===== src/rtl/sfde_pkg.sv =====
`timescale 1ns / 1ps
// ----------------------------------------------------------------------------
// sfde_pkg: shared constants for the stereo feedback echo unit
// Sample widths, delay-line geometry, saturation limits and register codes.
// ----------------------------------------------------------------------------
package sfde_pkg;

  // Sample and word geometry
  localparam int SampleW  = 16;
  localparam int WordW    = 2 * SampleW;
  localparam int GainW    = 16;
  localparam int ProdW    = SampleW + GainW;
  localparam int SumW     = SampleW + 2;

  // Delay line geometry
  localparam int MaxDelay = 32768;
  localparam int AddrW    = $clog2(MaxDelay);
  localparam int CntW     = AddrW + 1;

  // Saturation limits for the feedback sum
  localparam logic signed [SumW-1:0] SatHi = SumW'(32767);
  localparam logic signed [SumW-1:0] SatLo = -SumW'(32767);

  // Configuration port
  localparam int CfgIdxW = 8;
  localparam int CfgDatW = 16;
  localparam logic [CfgIdxW-1:0] CfgDelay = CfgIdxW'(0);
  localparam logic [CfgIdxW-1:0] CfgGain  = CfgIdxW'(1);

  // Register reset values
  localparam logic [CfgDatW-1:0] DelayRst = CfgDatW'(1);
  localparam logic [GainW-1:0]   GainRst  = GainW'(32768);

endpackage


===== src/rtl/sfde_lane.sv =====
`timescale 1ns / 1ps
// ----------------------------------------------------------------------------
// sfde_lane: one channel of the feedback comb
// Scales the delayed sample by the Q0.16 gain (truncated toward zero), adds
// the new input and saturates to the symmetric 16-bit range.
// ----------------------------------------------------------------------------
module sfde_lane (
  input  logic signed [sfde_pkg::SampleW-1:0] x_i,
  input  logic signed [sfde_pkg::SampleW-1:0] y_i,
  input  logic        [sfde_pkg::GainW-1:0]   gain_i,
  output logic signed [sfde_pkg::SampleW-1:0] w_o
);

  logic                                neg;
  logic        [sfde_pkg::SampleW:0]   y_abs;
  logic        [sfde_pkg::ProdW-1:0]   prod;
  logic        [sfde_pkg::SumW-1:0]    mag_ext;
  logic signed [sfde_pkg::SumW-1:0]    term;
  logic signed [sfde_pkg::SumW-1:0]    sum;

  // Magnitude times gain, keep the integer part
  assign neg   = y_i[sfde_pkg::SampleW-1];
  assign y_abs = neg ? (sfde_pkg::SampleW+1)'(-$signed({y_i[sfde_pkg::SampleW-1], y_i}))
                     : {1'b0, y_i};
  assign prod  = y_abs[sfde_pkg::SampleW-1:0] * gain_i;
  assign mag_ext = {2'b00, prod[sfde_pkg::ProdW-1:sfde_pkg::GainW]};
  assign term  = neg ? -$signed(mag_ext) : $signed(mag_ext);

  // Add input and clamp
  assign sum = $signed({{2{x_i[sfde_pkg::SampleW-1]}}, x_i}) + term;

  always_comb begin
    priority if (sum > sfde_pkg::SatHi) begin
      w_o = sfde_pkg::SampleW'(sfde_pkg::SatHi);
    end else if (sum < sfde_pkg::SatLo) begin
      w_o = sfde_pkg::SampleW'(sfde_pkg::SatLo);
    end else begin
      w_o = sum[sfde_pkg::SampleW-1:0];
    end
  end

endmodule


===== config.mk =====
export PLATFORM = sky130hd
export DESIGN_NAME = sfde_lane
export DESIGN_NICKNAME = d
export VERILOG_FILES = /design/src/rtl/sfde_pkg.sv /design/src/rtl/sfde_lane.sv
export SDC_FILE = /design/constraint.sdc
export NUM_CORES = 1
export LEC_CHECK = 0
export BUFFER_PORTS_ARGS = -buffer_cell sky130_fd_sc_hd__clkbuf_2
export CAP_MARGIN = 30
export CORE_ASPECT_RATIO = 0.7
export CORE_MARGIN = 5
export CORE_UTILIZATION = 54
export DETAILED_ROUTE_END_ITERATION = 10
export GPL_ROUTABILITY_DRIVEN = 0
export PLACE_DENSITY = 0.77
export SLEW_MARGIN = 20
export SYNTH_ARGS = -nofsm -noshare
export SYNTH_HDL_FRONTEND = slang
export SYNTH_SLANG_ARGS = --single-unit

===== constraint.sdc =====
create_clock -name vclk -period 17.6
set_input_delay 3.52 -clock vclk [all_inputs]
set_output_delay 3.52 -clock vclk [all_outputs]
set_load 0.02 [all_outputs]

# Word level (Yosys, flattened, before mapping)
# Cells that the tools add are included.
# word_totals
ff_bits	0
inputBits	48
out_inout_bits	16
word_cells	10
# op_classes
add_sub_neg	3
n_mul	1
n_lt_le_gt_ge	2
n_mux	4
# op_table
op	count
16-bit two-way mux	3
16-bit by 16-bit multiplier with 32-bit output	1
16-bit by 18-bit adder with 18-bit output	1
18-bit by 16-bit > comparator with 1-bit output, second input constant	1
18-bit by 16-bit < comparator with 1-bit output, second input constant	1
18-bit two-way mux	1
16-bit negation with 18-bit output	1
16-bit negation	1

# Depth between registers and ports, before layout
# Gate-level depths: netlist of run 1.
# depth
word_depth	9
mapped_depth	45
ltp_nobuf	43

# Least setup slack after synthesis of run 1
# No wires, ideal clock.
# synth_path
path_kind	input-to-output
startpoint	input y_i[3] in the netlist's numbering
endpoint	output w_o[1] in the netlist's numbering
arrival_ns	13.683
required_ns	14.080
slack_ns	0.397
path_stages	38
n_path_buf	1
cell_sequence	or4_1 or3_1 o41ai_1 xnor2_1 clkbuf_1 nand2_1 fa_1 fa_1 inv_1 fa_1 fa_1 fa_1 inv_1 fa_1 inv_1 ha_1 a21oi_1 o21ai_0 [2 not listed] xor2_1 nor4_2 nand2_1 or4_1 o21ai_1 xnor2_1 ha_1 a21oi_1 o21a_1 nor3b_1 o21ai_1 a21oi_1 nor2b_1 o41a_1 xnor2_1 xnor2_2 nor2_1 o21ai_0
# synth_via
elab_chain_cells	9
# synth_rtl
element	line	rtl
from (decl)	sfde_lane.sv:9	input logic signed [sfde_pkg::SampleW-1:0] y_i,
16-bit negation	sfde_lane.sv:23	assign y_abs = neg ? (sfde_pkg::SampleW+1)'(-$signed({y_i[sfde_pkg::SampleW-1], y_i}))
16-bit two-way mux *	sfde_lane.sv:23	
16-bit by 16-bit multiplier with 32-bit output *	sfde_lane.sv:25	assign prod = y_abs[sfde_pkg::SampleW-1:0] * gain_i;
16-bit negation with 18-bit output	sfde_lane.sv:27	assign term = neg ? -$signed(mag_ext) : $signed(mag_ext);
18-bit two-way mux *	sfde_lane.sv:27	
16-bit by 18-bit adder with 18-bit output *	sfde_lane.sv:30	assign sum = $signed({{2{x_i[sfde_pkg::SampleW-1]}}, x_i}) + term;
18-bit by 16-bit < comparator with 1-bit output	sfde_lane.sv:35	end else if (sum < sfde_pkg::SatLo) begin
16-bit two-way mux	sfde_lane.sv:35	
16-bit two-way mux *	sfde_lane.sv:33	priority if (sum > sfde_pkg::SatHi) begin
to (decl)	sfde_lane.sv:11	output logic signed [sfde_pkg::SampleW-1:0] w_o
# Every way passes the cells marked *; elsewhere a longest branch is shown, timed or not.

# Final worst setup path of run 1
# layout_path
startpoint	input y_i[6] in the netlist's numbering
endpoint	output w_o[13] in the netlist's numbering
# The elaborated chain is that of the path after synthesis.

==> results of run 1 <==
[stage by stage]
step	hold WS [ns]	setup TNS, ns	setup WS (ns)
2_1_floorplan	7.486	0	0.3975
3_3_place_gp	7.619	-0.1641	-0.06558
3_5_place_dp	7.633	-1.488	-0.2069
4_1_cts	7.630	0	0.01845
5_1_grt	7.648	-1.280	-0.1619
6_report	7.628	0	0.2243
[worst paths after layout]
check | cells past startpoint | slack [ns] | to | from
setup / recovery | 44 | 0.22 | w_o[13] | y_i[6]
hold / removal | 5 | 7.63 | w_o[0] | x_i[0]
[kinds of logic after synthesis]
family	after synthesis	share of synthesized area, %
and+or+nand+nor	413	20.76
adders and majority gates	314	53.47
buffers and inverters	253	9.764
AOI/OAI and AO/OA	161	10.30
xor gates and xnor gates	60	5.292
muxes	3	0.4224
[routing by layer]
layer,share of wire (%),up-vias,global-route usage [%]
met5,0,-,0
met4,1.7,0,3.330
met1,45,4194,34.19
met2,46,326,37.33
li1,-,3963,-
met3,7.8,36,3.186
[synth_stat cells (5+ instances only)]
| master | n |
|---|---|
| sky130_fd_sc_hd__xor2_1 | 15 |
| sky130_fd_sc_hd__xnor2_1 | 44 |
| sky130_fd_sc_hd__nor2b_1 | 12 |
| sky130_fd_sc_hd__a211oi_1 | 5 |
| sky130_fd_sc_hd__fa_1 | 194 |
| sky130_fd_sc_hd__nor2_1 | 31 |
| sky130_fd_sc_hd__o31ai_1 | 7 |
| sky130_fd_sc_hd__nand4_1 | 9 |
| sky130_fd_sc_hd__nor3_1 | 8 |
| sky130_fd_sc_hd__clkbuf_1 | 35 |
| sky130_fd_sc_hd__o21ai_1 | 17 |
| sky130_fd_sc_hd__o21ai_0 | 36 |
| sky130_fd_sc_hd__a21oi_1 | 50 |
| sky130_fd_sc_hd__o21a_1 | 8 |
| sky130_fd_sc_hd__nand2b_1 | 7 |
| sky130_fd_sc_hd__or2_2 | 5 |
| sky130_fd_sc_hd__nand3_1 | 10 |
| sky130_fd_sc_hd__ha_1 | 120 |
| sky130_fd_sc_hd__or3_1 | 5 |
| sky130_fd_sc_hd__nand2_1 | 191 |
| sky130_fd_sc_hd__inv_1 | 212 |
| sky130_fd_sc_hd__and2_1 | 113 |
[cell usage in the layout (no fill, tap or decap), drive strengths merged, types with 6 or more instances in the layout]
cell type,count
o21a,8
and2,113
inv,213
a21oi,52
a211oi,6
nor2,31
clkbuf,61
nand2,191
nand4,9
buf,54
nand3,10
xor2,15
nor3,9
nand2b,7
ha,120
fa,194
o21ai,53
o31ai,7
xnor2,48
nor2b,12
[cell type report]
| cell class | count | area [µm²] | area share (%) |
|---|---|---|---|
| well taps | 236 | 295.3 | 2.620 |
| inverters | 213 | 799.5 | 7.093 |
| repair buffers | 117 | 790.8 | 7.015 |
| multi-input cells | 954 | 9387 | 83.27 |
[timing repair]
item,CTS,global route
pin swaps,1,14
gates resized for setup,1,54
gates cloned,0,3
buffers inserted,0,11
endpoints found under the setup margin,15,16
hold endpoints to repair,0,0
==> reports/summary.json, run 1 <==
{
  "run_status": {"value": "finished, final reports clean"},
  "slew_violations": {"value": 0},
  "ys.warnings.count": {"value": 0},
  "post-dp-hpwl": {"value": 21.50, "unit": "mm"},
  "number_of_antenna_violations_at_the_first_check_in_global_routing": {"value": 0},
  "post_synth.cell_area_avg": {"value": 8.366, "unit": "µm²"},
  "detailedRoute.firstPassIterationCount": {"value": 5},
  "count_of_standard_cell_rows": {"value": 41},
  "synth_seq_area_share": {"value": 0, "unit": "%"},
  "global_route.usage.total": {"value": 23.16, "unit": "%"},
  "avgRoutedWirePerCell": {"value": 16.84, "unit": "µm"},
  "detail_route.wirelength": {"value": 25.59, "unit": "mm"},
  "timing.critical_path.to_type": {"value": "output port"},
  "critical_path.max_stage_delay": {"value": 0.62, "unit": "ns"},
  "postPlaceCellArea": {"value": 10850, "unit": "µm²"},
  "design.die.area": {"value": 21530, "unit": "µm²"},
  "min-delay-path-class": {"value": "primary input to output port"},
  "drc": {"value": 0},
  "area_leader_netlist": {"value": "sky130_fd_sc_hd__fa_1"},
  "crit_family": {"value": "adder cells"},
  "crit_type": {"value": "primary input to output port"},
  "grt_pass1_vias": {"value": 8478},
  "antenna_cells_inserted": {"value": 0},
  "critical_path.n_buffers_inverters": {"value": 12},
  "viasPerCell": {"value": 5.605},
  "maxCapViolations": {"value": 0},
  "filler_cell_count": {"value": 1566},
  "die_outline_width": {"value": 173.2, "unit": "µm"},
  "route.antenna.remaining_nets": {"value": 0},
  "critPathLaunchType": {"value": "primary input"},
  "final_area": {"value": 11270, "unit": "µm²"},
  "synth_cells": {"value": 1204},
  "crit_path_frequent_cell": {"value": "sky130_fd_sc_hd__fa_1"},
  "dr.first_iter.drc_count": {"value": 600},
  "fin_nets": {"value": 1648},
  "holdBufCountCts": {"value": 0},
  "dp_cells": {"value": 1506},
  "initial_standard_cell_utilization_of_the_core": {"value": 55.46, "unit": "%"},
  "final_layout_size_suffix_gt1_share": {"value": 13.71, "unit": "%"},
  "worst_slew_margin_rel": {"value": 30.59, "unit": "%"},
  "ioPinCount": {"value": 64},
  "n_clock_buffer": {"value": 0},
  "dr_total_vias": {"value": 8519},
  "net_count_synth": {"value": 1566},
  "min_period_over_period": {"value": 98.73, "unit": "%"},
  "hold_viol": {"value": 0},
  "cp_data_arrival_time": {"value": 13.86, "unit": "ns"},
  "timing.final.crit_period": {"value": 17.38, "unit": "ns"},
  "numSequentialCells": {"value": 0},
  "placement.io_buffers": {"value": 64},
  "finalSetupViolCount": {"value": 0},
  "grt_first_pass_wirelength": {"value": 41.82, "unit": "mm"},
  "clock.fmax": {"value": 57.55, "unit": "MHz"},
  "maximum_number_of_pins_on_one_net_before_global_route_repair": {"value": 28},
  "grt.overflow.total": {"value": 0},
  "area.sequential": {"value": 0, "unit": "µm²"},
  "layout.cells.non_filler": {"value": 1520},
  "die-height": {"value": 124.3, "unit": "µm"},
  "core_area": {"value": 18160, "unit": "µm²"},
  "flow.area_growth_from_synthesis": {"value": 11.91, "unit": "%"},
  "syn_area": {"value": 10070, "unit": "µm²"},
  "crit_fanout": {"value": 6},
  "worstPathRequired": {"value": 14.08, "unit": "ns"},
  "synth_top_area_share": {"value": 38.56, "unit": "%"},
  "post-route-util": {"value": 62.07, "unit": "%"},
  "timing_worst_slew_pin_value": {"value": 1.038, "unit": "ns"},
  "cpMaxStageDelayCell": {"value": "sky130_fd_sc_hd__or4_1"},
  "unique_masters_post_synth": {"value": 66},
  "synth_area_leaders": {"value": "sky130_fd_sc_hd__fa_1 (39%), sky130_fd_sc_hd__ha_1 (15%), sky130_fd_sc_hd__inv_1 (7.9%)"}
}
Power of run 1 is not shown: default switching activity piles up to over one toggle a cycle in this logic, so the estimate is an artifact.
==> run 2: changes to the inputs <==
--- a/config.mk
+++ b/config.mk
@@ -17,3 +17,4 @@
 export SYNTH_ARGS = -nofsm -noshare
 export SYNTH_HDL_FRONTEND = slang
 export SYNTH_SLANG_ARGS = --single-unit
+export TNS_END_PERCENT = 10
==> constraint.sdc (replaced) <==
create_clock -name vclk -period 17.6
set_input_delay 2.64 -clock vclk [all_inputs]
set_output_delay 2.64 -clock vclk [all_outputs]
set_load 0.02 [all_outputs]
==> reports/summary.json, run 2 (same netlist as run 1, synthesis figures left out) <==
{
  "dr_total_vias": {"value": 8403, "change": "-1.4%"},
  "rsz0062_at_grt": {"value": "false"},
  "timing.critical_path.from": {"value": "y_i[0]"},
  "die-height": {"value": 124.3, "unit": "µm", "change": "unchanged"},
  "timing.critical_path.to_type": {"value": "output port"},
  "grt_pass1_vias": {"value": 8436, "change": "-0.50%"},
  "route.met3.wl": {"value": 1.764, "unit": "mm", "change": "-12%"},
  "layout.cells.non_filler": {"value": 1487, "change": "-2.2%"},
  "dr.first_iter.drc_count": {"value": 557, "change": "-7.2%"},
  "drc": {"value": 0, "change": "unchanged"},
  "antenna_cells_inserted": {"value": 0, "change": "unchanged"},
  "crit_fanout": {"value": 19, "change": "+13"},
  "maximum_number_of_pins_on_one_net_before_global_route_repair": {"value": 38, "change": "+36%"},
  "global_route.usage.total": {"value": 22.79, "unit": "%", "change": "-0.36 points"},
  "fin_nets": {"value": 1615, "change": "-2.0%"},
  "worstPathRequired": {"value": 14.96, "unit": "ns", "change": "+0.88 ns"},
  "die_outline_width": {"value": 173.2, "unit": "µm", "change": "unchanged"},
  "route.antenna.remaining_nets": {"value": 0, "change": "unchanged"},
  "timing_worst_slew_pin_value": {"value": 0.8084, "unit": "ns", "change": "-0.2292 ns"},
  "wirelength_met1": {"value": 11.27, "unit": "mm", "change": "-1.5%"},
  "design.die.area": {"value": 21530, "unit": "µm²", "change": "unchanged"},
  "cp_data_arrival_time": {"value": 13.92, "unit": "ns", "change": "+0.06 ns"},
  "ioPinCount": {"value": 64, "change": "unchanged"},
  "crit_type": {"value": "primary input to output port"},
  "final_common_cell": {"value": "sky130_fd_sc_hd__inv_1"},
  "met2_length": {"value": 11.16, "unit": "mm", "change": "-4.8%"},
  "critical_path.max_stage_delay": {"value": 0.53, "unit": "ns", "change": "-0.09 ns"},
  "timing.critical_path.to": {"value": "w_o[0]"},
  "maxCapViolations": {"value": 0, "change": "unchanged"},
  "viasPerCell": {"value": 5.651, "change": "+0.83%"},
  "flow.area_growth_from_synthesis": {"value": 6.361, "unit": "%"},
  "min_period_over_period": {"value": 94.08, "unit": "%", "change": "-4.6 points"},
  "detail_route.wirelength": {"value": 24.63, "unit": "mm", "change": "-3.7%"},
  "final.hold.worst_slack": {"value": 5.866, "unit": "ns", "change": "-1.762 ns"},
  "critPathLaunchType": {"value": "primary input"},
  "avgRoutedWirePerCell": {"value": 16.57, "unit": "µm", "change": "-1.6%"},
  "grt.overflow.total": {"value": 0, "change": "unchanged"},
  "crit_path_frequent_cell": {"value": "sky130_fd_sc_hd__fa_1"},
  "slew_violations": {"value": 0, "change": "unchanged"},
  "dp_cells": {"value": 1487, "change": "-1.3%"},
  "initial_standard_cell_utilization_of_the_core": {"value": 55.46, "unit": "%", "change": "unchanged"},
  "placement.io_buffers": {"value": 64, "change": "unchanged"},
  "maxUsedRoutingLayer": {"value": "met4"},
  "number_of_antenna_violations_at_the_first_check_in_global_routing": {"value": 0, "change": "unchanged"},
  "hold_viol": {"value": 0, "change": "unchanged"},
  "run_status": {"value": "finished, final reports clean"},
  "cpMaxStageDelayCell": {"value": "sky130_fd_sc_hd__xor2_1"},
  "layout.cells.most_common_list": {"value": "sky130_fd_sc_hd__inv_1 (212), sky130_fd_sc_hd__fa_1 (194), sky130_fd_sc_hd__nand2_1 (191)"},
  "final.setup.tns": {"value": 0, "unit": "ns", "change": "unchanged"},
  "area.sequential": {"value": 0, "unit": "µm²", "change": "unchanged"},
  "post-dp-hpwl": {"value": 21.01, "unit": "mm", "change": "-2.2%"},
  "count_of_standard_cell_rows": {"value": 41, "change": "unchanged"},
  "grt_first_pass_wirelength": {"value": 41.49, "unit": "mm", "change": "-0.79%"},
  "numSequentialCells": {"value": 0, "change": "unchanged"},
  "finalSetupViolCount": {"value": 0, "change": "unchanged"},
  "timing.final.crit_period": {"value": 16.56, "unit": "ns", "change": "-0.8176 ns"},
  "n_clock_buffer": {"value": 0, "change": "unchanged"},
  "worst_slew_margin_rel": {"value": 45.42, "unit": "%", "change": "+15 points"},
  "detailedRoute.firstPassIterationCount": {"value": 5, "change": "unchanged"},
  "clock.fmax": {"value": 60.39, "unit": "MHz", "change": "+4.9%"},
  "core_area": {"value": 18160, "unit": "µm²", "change": "unchanged"},
  "final_layout_size_suffix_gt1_share": {"value": 8.953, "unit": "%", "change": "-4.8 points"},
  "min-delay-path-class": {"value": "primary input to output port"}
}
==> run 2: cell count changes in the layout (fill, tap and decap cells not counted), sizes merged <==
cell and delta:
clkbuf +3, bufbuf -2, xnor2 -3, buf -31
==> run 2: worst min-delay path by stage <==
stage | from | depth (start not counted) | endpoint
2_1_floorplan | x_i[3] | 4 | w_o[3]
3_3_place_gp | x_i[0] | 5 | w_o[0]
3_5_place_dp | x_i[0] | 5 | w_o[0]
4_1_cts | x_i[0] | 5 | w_o[0]
5_1_grt | x_i[0] | 5 | w_o[0]
6_report | x_i[0] | 5 | w_o[0]
==> run 2: critical path, delay by kind of cell <==
family / cells / cell delay (ns)
buffers and inverters: 9 / 1.15
AND/OR/NAND/NOR: 11 / 2.67
adder cells (fa/ha/maj): 9 / 3.61
AO/OA/AOI/OAI: 11 / 2.24
XOR/XNOR: 5 / 1.57
==> run 2: stage by stage <==
step | setup WS, ns | utilization [%] | instance area, µm²
floorplan | 2.157 | - | 10070
global placement | 1.425 | 58.83 | 10680
detailed placement | 1.088 | 58.93 | 10700
CTS | 1.035 | 58.93 | 10700
global route | 0.1255 | 58.99 | 10710
finish | 1.042 | 58.99 | 10710
==> run 2: area by class of cell <==
cell class / instances / area [µm²]
tap: 236 / 295.3
inverter: 213 / 799.5
fill: 1621 / 7447
timing repair buffer: 87 / 496.7
multi-input combinational: 951 / 9121
==> run 2: metal layers <==
layer / track usage [%] / vias up
met3: 2.518 / 36
met1: 34.17 / 4173
met2: 36.54 / 299
met4: 3.377 / 0
met5: 0 / -
li1: - / 3895
==> run 2: repair_timing <==
item                       4_1_cts  5_1_grt
setup endpoints to repair        0        1
gates resized for setup          0        1
hold buffers                     0        0
setup buffers                    0        0
Power of run 2 is left out for the same reason.
